**src/rtl/mer_pkg.sv**
```systemverilog
// ----------------------------------------------------------------------------
// mer_pkg: shared types for the midpoint ellipse rasterizer
// Holds the sequencer states, region codes and the command word of the
// shared multiply-accumulate unit.
// ----------------------------------------------------------------------------
package mer_pkg;

    // Input operation codes.
    localparam logic OP_START = 1'b0;
    localparam logic OP_STEP  = 1'b1;

    // Region of the ellipse that the next step works in.
    typedef enum logic [1:0] {
        PH_IDLE,
        PH_R1,
        PH_R2
    } phase_t;

    // Base value that the accumulator adds its term to.
    typedef enum logic [1:0] {
        BASE_ZERO,
        BASE_ACC,
        BASE_DEC
    } base_sel_t;

    // Scaling applied to the registered product before accumulation.
    typedef enum logic [1:0] {
        SH_NONE,
        SH_LEFT1,
        SH_RIGHT2
    } shift_t;

    // Command word from the sequencer to the multiply-accumulate unit.
    typedef struct packed {
        logic      acc_en;
        base_sel_t base;
        logic      term_en;
        logic      term_neg;
        shift_t    shift;
    } mac_cmd_t;

    // Sequencer states.
    typedef enum logic [5:0] {
        ST_READY,
        ST_INIT_RX2,
        ST_INIT_RY2,
        ST_INIT_PROD,
        ST_INIT_SUB,
        ST_INIT_QUART,
        ST_INIT_ADD,
        ST_INIT_SAVE,
        ST_TEST_MUL,
        ST_TEST_LOAD,
        ST_TEST_SUB,
        ST_TEST_CHECK,
        ST_R2_XX,
        ST_R2_YY,
        ST_R2_MULX,
        ST_R2_LOAD,
        ST_R2_ADDY,
        ST_R2_SUBRR,
        ST_R2_QUART,
        ST_R2_ROUND,
        ST_R2_SAVE,
        ST_EMIT0,
        ST_EMIT1,
        ST_EMIT2,
        ST_EMIT3,
        ST_FINISH,
        ST_UPD_POS,
        ST_UPD_MULX,
        ST_UPD_ADDX,
        ST_UPD_ADDR,
        ST_UPD_SUBY,
        ST_UPD_SAVE
    } state_t;

endpackage

```
**src/rtl/mer_mac.sv**
```systemverilog
// ----------------------------------------------------------------------------
// mer_mac: shared multiply-accumulate unit
// One signed multiplier with a registered product, followed by one wide
// adder that folds the scaled product into the accumulator.
// ----------------------------------------------------------------------------
module mer_mac
    import mer_pkg::*;
#(
    parameter int AW = 19,
    parameter int BW = 21,
    parameter int DW = 42
)(
    input  logic                    clk,
    input  mac_cmd_t                cmd,
    input  logic signed [AW-1:0]    op_a,
    input  logic signed [BW-1:0]    op_b,
    input  logic signed [DW-1:0]    dec_in,
    output logic signed [AW+BW-1:0] prod,
    output logic signed [DW-1:0]    acc
);

    localparam int PW = AW + BW;

    logic signed [PW-1:0] prod_reg;
    logic signed [PW-1:0] prod_next;
    logic signed [DW-1:0] acc_reg;
    logic signed [DW-1:0] acc_next;
    logic signed [DW-1:0] prod_ext;
    logic signed [DW-1:0] term_sh;
    logic signed [DW-1:0] term;
    logic signed [DW-1:0] base_val;

    // Multiplier stage: the product is registered before it is used.
    assign prod_next = op_a * op_b;

    always_ff @(posedge clk)
    begin
        prod_reg <= prod_next;
    end

    // Scale and sign the registered product.
    assign prod_ext = {{(DW-PW){prod_reg[PW-1]}}, prod_reg};

    always_comb
    begin
        case (cmd.shift)
            SH_LEFT1:  term_sh = prod_ext <<< 1;
            SH_RIGHT2: term_sh = prod_ext >>> 2;
            default:   term_sh = prod_ext;
        endcase
        if (!cmd.term_en)
        begin
            term = '0;
        end
        else if (cmd.term_neg)
        begin
            term = -term_sh;
        end
        else
        begin
            term = term_sh;
        end
    end

    // Accumulator adder with a selectable base.
    always_comb
    begin
        case (cmd.base)
            BASE_ZERO: base_val = '0;
            BASE_DEC:  base_val = dec_in;
            default:   base_val = acc_reg;
        endcase
        acc_next = cmd.acc_en ? (base_val + term) : acc_reg;
    end

    always_ff @(posedge clk)
    begin
        acc_reg <= acc_next;
    end

    assign prod = prod_reg;
    assign acc  = acc_reg;

endmodule

```
**src/rtl/midpoint_ellipse_rasterizer_core.sv**
```systemverilog
// A start transaction occupies the block and produces no result. A step in
// region 1 also runs the region test, the step that enters region 2 also builds
// the region 2 start value, and a step with no active ellipse only reports finished.
// Each point is registered in the output slot; output stall holds the sequencer in its emit states.
// The sequencing comes from the single shared multiplier, used once per cycle.
// Reset clears the sequencer, the region, the position, the decision and the output valid.
// ----------------------------------------------------------------------------
// midpoint_ellipse_rasterizer_core: midpoint ellipse rasterizer
// A start transaction loads center and radii; each step transaction emits the
// four symmetric points of the current position and advances the decision
// variable through region 1 and region 2 with a shared multiply-accumulate.
// ----------------------------------------------------------------------------
module midpoint_ellipse_rasterizer_core
    import mer_pkg::*;
#(
    parameter int COORD_BITS  = 10,
    parameter int RADIUS_BITS = 9
)(
    input  logic                         clk,
    input  logic                         rst_n,
    input  logic                         in_valid,
    output logic                         in_stall,
    input  logic                         op,
    input  logic [COORD_BITS-1:0]        center_x,
    input  logic [COORD_BITS-1:0]        center_y,
    input  logic [RADIUS_BITS-1:0]       radius_x,
    input  logic [RADIUS_BITS-1:0]       radius_y,
    output logic                         out_valid,
    input  logic                         out_stall,
    output logic signed [COORD_BITS+1:0] point_x,
    output logic signed [COORD_BITS+1:0] point_y,
    output logic                         last_of_step,
    output logic                         finished
);

    localparam int XW  = RADIUS_BITS + 1;
    localparam int YW  = RADIUS_BITS + 2;
    localparam int SQW = 2 * RADIUS_BITS;
    localparam int AW  = 2 * RADIUS_BITS + 1;
    localparam int BW  = 2 * RADIUS_BITS + 3;
    localparam int PW  = AW + BW;
    localparam int DW  = 4 * RADIUS_BITS + 6;
    localparam int PTW = COORD_BITS + 2;
    localparam int EW  = ((YW > PTW) ? YW : PTW) + 1;

    // Control and position state.
    state_t                  state_reg, state_next;
    phase_t                  phase_reg, phase_next;
    logic [XW-1:0]           x_reg, x_next;
    logic signed [YW-1:0]    y_reg, y_next;
    logic signed [DW-1:0]    dec_reg, dec_next;
    logic [COORD_BITS-1:0]   cx_reg, cx_next;
    logic [COORD_BITS-1:0]   cy_reg, cy_next;
    logic [RADIUS_BITS-1:0]  rx_reg, rx_next;
    logic [RADIUS_BITS-1:0]  ry_reg, ry_next;
    logic                    out_valid_reg, out_valid_next;

    // Working registers.
    logic [SQW-1:0]          rx2_reg, ry2_reg;
    logic signed [BW-1:0]    tmp_reg;
    logic                    step_x_reg, step_y_reg;
    logic [PTW-1:0]          px_reg, py_reg;
    logic                    last_reg, fin_reg;

    // Sequencer outputs.
    mac_cmd_t                cmd;
    logic signed [AW-1:0]    op_a;
    logic signed [BW-1:0]    op_b;
    logic                    ld_rx2, ld_ry2, ld_tmp_sum, ld_tmp_sq;
    logic                    ld_dec, ld_pos, ld_out;
    logic                    enter_r2, end_step;
    logic                    pt_neg_x, pt_neg_y, pt_last, pt_fin;

    // Shared unit results.
    logic signed [PW-1:0]    prod;
    logic signed [DW-1:0]    acc;

    // Miscellaneous decode.
    logic                    in_acc;
    logic                    slot_free;
    logic                    acc_neg;
    logic                    dec_neg, dec_pos;
    logic                    step_x_w, step_y_w;
    logic signed [YW-1:0]    ym1;

    // Operand views for the multiplier.
    logic signed [AW-1:0]    a_rx, a_ry, a_rx2, a_ry2, a_x, a_ym1, a_one;
    logic signed [BW-1:0]    b_rx, b_ry, b_x, b_y, b_ry2, b_one;

    // Point adders.
    logic signed [EW-1:0]    cx_e, cy_e, x_e, y_e, sum_x, sum_y;

    assign in_acc    = in_valid && !in_stall;
    assign slot_free = !out_valid_reg || !out_stall;
    assign acc_neg   = acc[DW-1];
    assign dec_neg   = dec_reg[DW-1];
    assign dec_pos   = !dec_reg[DW-1] && (dec_reg != '0);
    assign ym1       = y_reg - {{(YW-1){1'b0}}, 1'b1};

    assign a_rx  = {{(AW-RADIUS_BITS){1'b0}}, rx_reg};
    assign a_ry  = {{(AW-RADIUS_BITS){1'b0}}, ry_reg};
    assign a_rx2 = {{(AW-SQW){1'b0}}, rx2_reg};
    assign a_ry2 = {{(AW-SQW){1'b0}}, ry2_reg};
    assign a_x   = {{(AW-XW){1'b0}}, x_reg};
    assign a_ym1 = {{(AW-YW){ym1[YW-1]}}, ym1};
    assign a_one = {{(AW-1){1'b0}}, 1'b1};
    assign b_rx  = {{(BW-RADIUS_BITS){1'b0}}, rx_reg};
    assign b_ry  = {{(BW-RADIUS_BITS){1'b0}}, ry_reg};
    assign b_x   = {{(BW-XW){1'b0}}, x_reg};
    assign b_y   = {{(BW-YW){y_reg[YW-1]}}, y_reg};
    assign b_ry2 = {{(BW-SQW){1'b0}}, ry2_reg};
    assign b_one = {{(BW-1){1'b0}}, 1'b1};

    // Which coordinates move on this step, from region and decision sign.
    assign step_x_w = (phase_reg == PH_R1) || !dec_pos;
    assign step_y_w = (phase_reg == PH_R2) || !dec_neg;

    // Shared multiply-accumulate unit.
    mer_mac #(
        .AW (AW),
        .BW (BW),
        .DW (DW)
    ) u_mac (
        .clk    (clk),
        .cmd    (cmd),
        .op_a   (op_a),
        .op_b   (op_b),
        .dec_in (dec_reg),
        .prod   (prod),
        .acc    (acc)
    );

    // Next-state logic of the sequencer.
    always_comb
    begin
        state_next = state_reg;
        case (state_reg)
            ST_READY:
            begin
                if (in_acc)
                begin
                    if (op == OP_START)
                    begin
                        state_next = ST_INIT_RX2;
                    end
                    else
                    begin
                        case (phase_reg)
                            PH_IDLE: state_next = ST_FINISH;
                            PH_R1:   state_next = ST_TEST_MUL;
                            default: state_next = ST_EMIT0;
                        endcase
                    end
                end
            end
            ST_INIT_RX2:   state_next = ST_INIT_RY2;
            ST_INIT_RY2:   state_next = ST_INIT_PROD;
            ST_INIT_PROD:  state_next = ST_INIT_SUB;
            ST_INIT_SUB:   state_next = ST_INIT_QUART;
            ST_INIT_QUART: state_next = ST_INIT_ADD;
            ST_INIT_ADD:   state_next = ST_INIT_SAVE;
            ST_INIT_SAVE:  state_next = ST_READY;
            ST_TEST_MUL:   state_next = ST_TEST_LOAD;
            ST_TEST_LOAD:  state_next = ST_TEST_SUB;
            ST_TEST_SUB:   state_next = ST_TEST_CHECK;
            ST_TEST_CHECK: state_next = acc_neg ? ST_EMIT0 : ST_R2_XX;
            ST_R2_XX:      state_next = ST_R2_YY;
            ST_R2_YY:      state_next = ST_R2_MULX;
            ST_R2_MULX:    state_next = ST_R2_LOAD;
            ST_R2_LOAD:    state_next = ST_R2_ADDY;
            ST_R2_ADDY:    state_next = ST_R2_SUBRR;
            ST_R2_SUBRR:   state_next = ST_R2_QUART;
            ST_R2_QUART:   state_next = ST_R2_ROUND;
            ST_R2_ROUND:   state_next = ST_R2_SAVE;
            ST_R2_SAVE:    state_next = y_reg[YW-1] ? ST_FINISH : ST_EMIT0;
            ST_EMIT0:      state_next = slot_free ? ST_EMIT1 : ST_EMIT0;
            ST_EMIT1:      state_next = slot_free ? ST_EMIT2 : ST_EMIT1;
            ST_EMIT2:      state_next = slot_free ? ST_EMIT3 : ST_EMIT2;
            ST_EMIT3:      state_next = slot_free ? ST_UPD_POS : ST_EMIT3;
            ST_FINISH:     state_next = slot_free ? ST_READY : ST_FINISH;
            ST_UPD_POS:    state_next = ST_UPD_MULX;
            ST_UPD_MULX:   state_next = ST_UPD_ADDX;
            ST_UPD_ADDX:   state_next = ST_UPD_ADDR;
            ST_UPD_ADDR:   state_next = ST_UPD_SUBY;
            ST_UPD_SUBY:   state_next = ST_UPD_SAVE;
            ST_UPD_SAVE:   state_next = ST_READY;
            default:       state_next = ST_READY;
        endcase
    end

    // Output logic of the sequencer: multiplier operands, accumulator
    // command and register load strobes.
    always_comb
    begin
        in_stall   = (state_reg != ST_READY);
        cmd        = '{acc_en: 1'b0, base: BASE_ACC, term_en: 1'b0,
                       term_neg: 1'b0, shift: SH_NONE};
        op_a       = '0;
        op_b       = '0;
        ld_rx2     = 1'b0;
        ld_ry2     = 1'b0;
        ld_tmp_sum = 1'b0;
        ld_tmp_sq  = 1'b0;
        ld_dec     = 1'b0;
        ld_pos     = 1'b0;
        ld_out     = 1'b0;
        enter_r2   = 1'b0;
        end_step   = 1'b0;
        pt_neg_x   = 1'b0;
        pt_neg_y   = 1'b0;
        pt_last    = 1'b0;
        pt_fin     = 1'b0;
        case (state_reg)
            // Start: d = ry^2 - rx^2*ry + floor(rx^2/4).
            ST_INIT_RX2:
            begin
                op_a = a_rx;
                op_b = b_rx;
            end
            ST_INIT_RY2:
            begin
                ld_rx2 = 1'b1;
                op_a   = a_ry;
                op_b   = b_ry;
            end
            ST_INIT_PROD:
            begin
                ld_ry2 = 1'b1;
                op_a   = a_rx2;
                op_b   = b_ry;
            end
            ST_INIT_SUB:
            begin
                cmd  = '{acc_en: 1'b1, base: BASE_ZERO, term_en: 1'b1,
                         term_neg: 1'b1, shift: SH_NONE};
                op_a = a_rx2;
                op_b = b_one;
            end
            ST_INIT_QUART:
            begin
                cmd  = '{acc_en: 1'b1, base: BASE_ACC, term_en: 1'b1,
                         term_neg: 1'b0, shift: SH_RIGHT2};
                op_a = a_ry2;
                op_b = b_one;
            end
            ST_INIT_ADD:
            begin
                cmd = '{acc_en: 1'b1, base: BASE_ACC, term_en: 1'b1,
                        term_neg: 1'b0, shift: SH_NONE};
            end
            ST_INIT_SAVE:
            begin
                ld_dec = 1'b1;
            end
            // Region 1 test: x*ry^2 - y*rx^2 < 0.
            ST_TEST_MUL:
            begin
                op_a = a_ry2;
                op_b = b_x;
            end
            ST_TEST_LOAD:
            begin
                cmd  = '{acc_en: 1'b1, base: BASE_ZERO, term_en: 1'b1,
                         term_neg: 1'b0, shift: SH_NONE};
                op_a = a_rx2;
                op_b = b_y;
            end
            ST_TEST_SUB:
            begin
                cmd = '{acc_en: 1'b1, base: BASE_ACC, term_en: 1'b1,
                        term_neg: 1'b1, shift: SH_NONE};
            end
            // Region 2 start, in quarter units, truncated toward zero.
            ST_R2_XX:
            begin
                op_a = a_x;
                op_b = b_x;
            end
            ST_R2_YY:
            begin
                ld_tmp_sum = 1'b1;
                op_a       = a_ym1;
                op_b       = {{(BW-AW){a_ym1[AW-1]}}, a_ym1};
            end
            ST_R2_MULX:
            begin
                ld_tmp_sq = 1'b1;
                op_a      = a_ry2;
                op_b      = tmp_reg;
            end
            ST_R2_LOAD:
            begin
                cmd  = '{acc_en: 1'b1, base: BASE_ZERO, term_en: 1'b1,
                         term_neg: 1'b0, shift: SH_NONE};
                op_a = a_rx2;
                op_b = tmp_reg;
            end
            ST_R2_ADDY:
            begin
                cmd  = '{acc_en: 1'b1, base: BASE_ACC, term_en: 1'b1,
                         term_neg: 1'b0, shift: SH_NONE};
                op_a = a_rx2;
                op_b = b_ry2;
            end
            ST_R2_SUBRR:
            begin
                cmd  = '{acc_en: 1'b1, base: BASE_ACC, term_en: 1'b1,
                         term_neg: 1'b1, shift: SH_NONE};
                op_a = a_ry2;
                op_b = b_one;
            end
            ST_R2_QUART:
            begin
                cmd  = '{acc_en: 1'b1, base: BASE_ACC, term_en: 1'b1,
                         term_neg: 1'b0, shift: SH_RIGHT2};
                op_a = a_one;
                op_b = b_one;
            end
            ST_R2_ROUND:
            begin
                // A negative value with a dropped quarter moves up by one.
                cmd = '{acc_en: acc_neg && (ry2_reg[1:0] != 2'b00), base: BASE_ACC,
                        term_en: 1'b1, term_neg: 1'b0, shift: SH_NONE};
            end
            ST_R2_SAVE:
            begin
                ld_dec   = 1'b1;
                enter_r2 = 1'b1;
            end
            // Four symmetric points, one per transaction.
            ST_EMIT0:
            begin
                ld_out   = slot_free;
                pt_neg_y = 1'b1;
            end
            ST_EMIT1:
            begin
                ld_out   = slot_free;
                pt_neg_x = 1'b1;
            end
            ST_EMIT2:
            begin
                ld_out = slot_free;
            end
            ST_EMIT3:
            begin
                ld_out   = slot_free;
                pt_neg_x = 1'b1;
                pt_neg_y = 1'b1;
                pt_last  = 1'b1;
            end
            ST_FINISH:
            begin
                ld_out  = slot_free;
                pt_last = 1'b1;
                pt_fin  = 1'b1;
            end
            // Decision update with the new position.
            ST_UPD_POS:
            begin
                ld_pos = 1'b1;
            end
            ST_UPD_MULX:
            begin
                op_a = a_ry2;
                op_b = b_x;
            end
            ST_UPD_ADDX:
            begin
                cmd  = '{acc_en: 1'b1, base: BASE_DEC, term_en: step_x_reg,
                         term_neg: 1'b0, shift: SH_LEFT1};
                op_a = (phase_reg == PH_R1) ? a_ry2 : a_rx2;
                op_b = b_one;
            end
            ST_UPD_ADDR:
            begin
                cmd  = '{acc_en: 1'b1, base: BASE_ACC, term_en: 1'b1,
                         term_neg: 1'b0, shift: SH_NONE};
                op_a = a_rx2;
                op_b = b_y;
            end
            ST_UPD_SUBY:
            begin
                cmd = '{acc_en: 1'b1, base: BASE_ACC, term_en: step_y_reg,
                        term_neg: 1'b1, shift: SH_LEFT1};
            end
            ST_UPD_SAVE:
            begin
                ld_dec   = 1'b1;
                end_step = 1'b1;
            end
            default:
            begin
                cmd = '{acc_en: 1'b0, base: BASE_ACC, term_en: 1'b0,
                        term_neg: 1'b0, shift: SH_NONE};
            end
        endcase
    end

    // Next values of the control and position state.
    always_comb
    begin
        phase_next = phase_reg;
        x_next     = x_reg;
        y_next     = y_reg;
        dec_next   = ld_dec ? acc : dec_reg;
        cx_next    = cx_reg;
        cy_next    = cy_reg;
        rx_next    = rx_reg;
        ry_next    = ry_reg;
        if (in_acc && (op == OP_START))
        begin
            cx_next    = center_x;
            cy_next    = center_y;
            rx_next    = radius_x;
            ry_next    = radius_y;
            x_next     = '0;
            y_next     = {2'b00, radius_y};
            phase_next = PH_R1;
        end
        if (ld_pos)
        begin
            x_next = x_reg + {{(XW-1){1'b0}}, step_x_w};
            y_next = y_reg - {{(YW-1){1'b0}}, step_y_w};
        end
        if (enter_r2)
        begin
            phase_next = y_reg[YW-1] ? PH_IDLE : PH_R2;
        end
        if (end_step && (phase_reg == PH_R2) && y_reg[YW-1])
        begin
            phase_next = PH_IDLE;
        end
    end

    // Output slot: loads when empty or when its transaction completes.
    assign out_valid_next = ld_out || (out_valid_reg && out_stall);

    always_ff @(posedge clk or negedge rst_n)
    begin
        if (!rst_n)
        begin
            state_reg     <= ST_READY;
            phase_reg     <= PH_IDLE;
            x_reg         <= '0;
            y_reg         <= '0;
            dec_reg       <= '0;
            cx_reg        <= '0;
            cy_reg        <= '0;
            rx_reg        <= '0;
            ry_reg        <= '0;
            out_valid_reg <= 1'b0;
        end
        else
        begin
            state_reg     <= state_next;
            phase_reg     <= phase_next;
            x_reg         <= x_next;
            y_reg         <= y_next;
            dec_reg       <= dec_next;
            cx_reg        <= cx_next;
            cy_reg        <= cy_next;
            rx_reg        <= rx_next;
            ry_reg        <= ry_next;
            out_valid_reg <= out_valid_next;
        end
    end

    // Point adders: center plus or minus the current offset.
    assign cx_e  = {{(EW-COORD_BITS){1'b0}}, cx_reg};
    assign cy_e  = {{(EW-COORD_BITS){1'b0}}, cy_reg};
    assign x_e   = {{(EW-XW){1'b0}}, x_reg};
    assign y_e   = {{(EW-YW){y_reg[YW-1]}}, y_reg};
    assign sum_x = pt_neg_x ? (cx_e - x_e) : (cx_e + x_e);
    assign sum_y = pt_neg_y ? (cy_e - y_e) : (cy_e + y_e);

    // Working registers without reset.
    always_ff @(posedge clk)
    begin
        if (ld_rx2)
        begin
            rx2_reg <= prod[SQW-1:0];
        end
        if (ld_ry2)
        begin
            ry2_reg <= prod[SQW-1:0];
        end
        if (ld_tmp_sum)
        begin
            tmp_reg <= prod[BW-1:0] + b_x;
        end
        else if (ld_tmp_sq)
        begin
            tmp_reg <= prod[BW-1:0];
        end
        if (ld_pos)
        begin
            step_x_reg <= step_x_w;
            step_y_reg <= step_y_w;
        end
        if (ld_out)
        begin
            px_reg   <= pt_fin ? '0 : sum_x[PTW-1:0];
            py_reg   <= pt_fin ? '0 : sum_y[PTW-1:0];
            last_reg <= pt_last;
            fin_reg  <= pt_fin;
        end
    end

    assign out_valid    = out_valid_reg;
    assign point_x      = px_reg;
    assign point_y      = py_reg;
    assign last_of_step = last_reg;
    assign finished     = fin_reg;

    // Region 2 is never left waiting with a negative row.
    a_r2_row_nonneg: assert property (@(posedge clk) disable iff (!rst_n)
        ((state_reg == ST_READY) && (phase_reg == PH_R2)) |-> !y_reg[YW-1])
        else $error("region 2 idle with negative row");

    // A step with no active ellipse goes straight to the finished result.
    a_idle_step: assert property (@(posedge clk) disable iff (!rst_n)
        (in_valid && !in_stall && (op == OP_STEP) && (phase_reg == PH_IDLE))
        |=> (state_reg == ST_FINISH))
        else $error("idle step did not report finished");

    // A finished result is the last of its step and carries no point.
    a_finished_shape: assert property (@(posedge clk) disable iff (!rst_n)
        (out_valid && finished) |-> (last_of_step && (point_x == '0) && (point_y == '0)))
        else $error("malformed finished result");

    // A start places the block at the top of the ellipse in region 1.
    a_start_pos: assert property (@(posedge clk) disable iff (!rst_n)
        (in_valid && !in_stall && (op == OP_START))
        |=> ((phase_reg == PH_R1) && (x_reg == '0)))
        else $error("start did not enter region 1 at column zero");

endmodule

```
**config.mk**
```make
export PLATFORM = sky130hd
export DESIGN_NAME = midpoint_ellipse_rasterizer_core
export DESIGN_NICKNAME = d
export VERILOG_FILES = /design/src/rtl/mer_pkg.sv /design/src/rtl/mer_mac.sv /design/src/rtl/midpoint_ellipse_rasterizer_core.sv
export SDC_FILE = /design/constraint.sdc
export NUM_CORES = 2
export LEC_CHECK = 0
export BUFFER_PORTS_ARGS = -buffer_cell sky130_fd_sc_hd__buf_4
export CAP_MARGIN = 25
export CORE_AREA = 2 2 272 274
export DETAILED_ROUTE_END_ITERATION = 8
export DIE_AREA = 0 0 274 276
export PLACE_DENSITY = 0.65
export REMOVE_ABC_BUFFERS = 1
export SETUP_SLACK_MARGIN = 0.02
export SYNTH_ARGS = -nofsm -noshare
export SYNTH_HDL_FRONTEND = slang
export SYNTH_HIERARCHICAL = 1
export SYNTH_SLANG_ARGS = --single-unit
```
**constraint.sdc**
```tcl
create_clock -name clk -period 24.2 [get_ports clk]
set_input_delay 7.26 -clock clk [delete_from_list [all_inputs] [get_ports clk]]
set_output_delay 7.26 -clock clk [all_outputs]
set_load 0.05 [all_outputs]
```
==> out/metrics.cfg <==
[cells_and_area]
final_common_cell = inv_1
finalNetCount = 4113
syn2layout_area_growth_pct = 7.40
drive_gt1_frac = 0.0724
seqCellArea_sq_um = 7340
fillers = 6918
most-common-layout-cells = inv_1, nand2_1, fa_1
stdcell_area_sq_um = 34900
multi_input_comb_area_sq_um = 22500

[run_status]
status = finished clean

[worst_setup_path]
rr_startpoint = state_reg[2]
worstSetupPathType = reg -> reg
worstPathRequired_ns = 24.60
reg2reg_depth = 28
crit_path_start = state_reg[2]
crit_top_cell = fa_1
cp-start-kind = flop
reg2reg_to = u_mac/prod[39]
worstSetupPathDepth = 28
worstPathArrival_ns = 10.93
crit_fanout = 33
cpLargestDelayFamily = adder cells
critPathBufInv = 4
ff2ff_setup_slack_ns = 13.66
slowest_stage = fa_1
cp-end-kind = flop
crit_end = u_mac/prod[39]
slowest_delay_ns = 1.11

[synthesis]
avgSynthCellArea_sq_um = 9.28
synth_edf_count = 127
ys.flop_type = edfxtp_1
ys_seq_area_frac = 0.226
ys_ff_latch = 276
ys_warn_count = 6
synthCells = 3497
async_reset_ff_frac = 0.395
synthDistinctLibCells = 88
syn_area_sq_um = 32500

[pwr]
leakagePower_uw = 0.0164
ir_worst_vdd_v = 0.000100
switchingPower_uw = 2540
powerDensity_nw_per_um2 = 142
p_seq_frac = 0.195
switching_share = 0.511
combPwrFrac = 0.701
p_clk_frac = 0.104
p_int_uw = 2430

[clocking]
clkSlewWorstSetupHoldPaths_ns = 0.06
post_cts_buffers = 0
clock-sinks = 276
cts_resized = 0
clk_path_buf_depth = 3
cts_tree = built
cts_hold_buf = 0
tritoncts.num_buffers = 35
cts-root-buf = clkbuf_16
cts_htree_levels = 2
insertion_delay_ns = 0.55

[place]
gp_congestion = 0.914
dpl_cell_area_sq_um = 33700
dpl.hpwl_um = 62900
portBuffers = 70

[grt]
grt_use_total = 0.225
grt_pass1_wl_um = 137000
grt.overflow.total = 0
antenna_found_initial = 2
grt_pass1_vias = 25492
grt_max_degree = 73

[route]
drt-total-wl_um = 83800
wire_per_inst_um = 18.9
vias = 24707
ant_nets = 0
first_iter_violations = 1799
route.detailed.drc = 0
drt-vias-per-instance = 5.56
drt_first_pass_iters = 6

[sta]
finalCritPeriodShare = 0.435
setup_viol = 0
finalHoldViolations = 0
fmax_ghz = 0.0949
fin_crit_ns = 10.54
rsz0062_at_grt = false
skew_ns = 0.0315
setup_tns_ns = 0
tightest_slew_ns = 1.09
slew_viol_final = 0
relSlewSlack = 0.271

[floorplanning]
die_w_um = 274
placementRows = 99
die_h_um = 276
core_area_sq_um = 72600
fp.dieArea_sq_um = 75600
ios = 71
initial_core_util = 0.447

[run]
maxCapViolCount = 0

[min_path]
min_path_type = reg -> reg

-- stage by stage --
stage          cells  total power (uW)  hold WS (ns)  utilization  setup slack [ns]
6_report        4440              4970         0.488        0.480             13.66
3_5_place_dp    4373              4410         0.472        0.464             13.80
3_3_place_gp    4372              4380         0.474        0.463             14.04
5_1_grt         4439              5450         0.516        0.480             12.83
2_1_floorplan   3308              3410         0.446            -             14.84
4_1_cts         4435              4970         0.496        0.479             13.74
-- layout make-up --
type / instances / share of cell area
Multi-Input combinational cell: 2559 / 0.647
Sequential cell: 276 / 0.211
Inverter: 473 / 0.0509
Tap cell: 959 / 0.0344
Clock buffer: 49 / 0.0278
Timing Repair Buffer: 110 / 0.0253
Clock inverter: 13 / 0.00431
Antenna cell: 1 / 0.0000718
-- worst min path at each step --
stage / start / to / slack (ns) / cells past startpoint
2_1_floorplan: rx_reg[2] / rx_reg[2] / 0.45 / 2
3_3_place_gp: cy_reg[8] / cy_reg[8] / 0.47 / 2
3_5_place_dp: cy_reg[9] / cy_reg[9] / 0.47 / 2
4_1_cts: cy_reg[9] / cy_reg[9] / 0.50 / 2
5_1_grt: u_mac/acc[19] / dec_reg[19] / 0.52 / 1
6_report: cy_reg[8] / cy_reg[8] / 0.49 / 2
-- metal layers --
| metal | wire length, um | GRT usage | up-vias |
|---|---|---|---|
| li1 | - | - | 11503 |
| met1 | 35100 | 0.287 | 12393 |
| met2 | 42500 | 0.401 | 658 |
| met3 | 3700 | 0.0210 | 153 |
| met4 | 2560 | 0.0691 | 0 |
| met5 | 0 | 0 | - |
-- Yosys cell counts (55+ instances only) --
master,instances,area (sq um)
nand3_1,57,285
xor2_1,65,569
ha_1,207,2590
and2_1,205,1280
nor2_1,125,469
clkbuf_1,125,469
dfrtp_1,109,2730
xnor2_1,109,955
edfxtp_1,127,3810
fa_1,408,8170
nand2_1,466,1750
a21oi_1,135,676
inv_1,470,1760
a21o_1,55,413
o21ai_0,142,711
-- worst register-to-register path: cells and delay by family, from the launching register on --
| family | cells | cell delay [ns] |
|---|---|---|
| adders and majority gates | 8 | 4.36 |
| AOI/OAI and AO/OA | 10 | 2.75 |
| and+or+nand+nor | 5 | 2.03 |
| buffers and inverters | 4 | 0.86 |
| DFF | 1 | 0.32 |
| xor gates and xnor gates | 1 | 0.08 |
-- cells by family (layout without fill, tap and decap cells) --
kind of cell | after synthesis | after routing | share of synthesized area
and+or+nand+nor | 1086 | 1086 | 0.164
buffers and inverters | 662 | 645 | 0.0811
AOI/OAI and AO/OA | 637 | 637 | 0.134
adders and majority gates | 615 | 615 | 0.331
DFF | 276 | 276 | 0.226
xor gates and xnor gates | 174 | 174 | 0.0470
muxes | 47 | 47 | 0.0161
other | 0 | 1 | 0
-- power by group through the flow --
stage | sequential, uW | clock [uW] | combinational, uW
after floorplan | 961 | 0 | 2450
after global placement | 966 | 0 | 3410
after detailed placement | 969 | 0 | 3450
after CTS | 963 | 529 | 3470
after global routing | 987 | 547 | 3920
final | 966 | 518 | 3480
No activity file was read; power rests on OpenSTA's default activity.
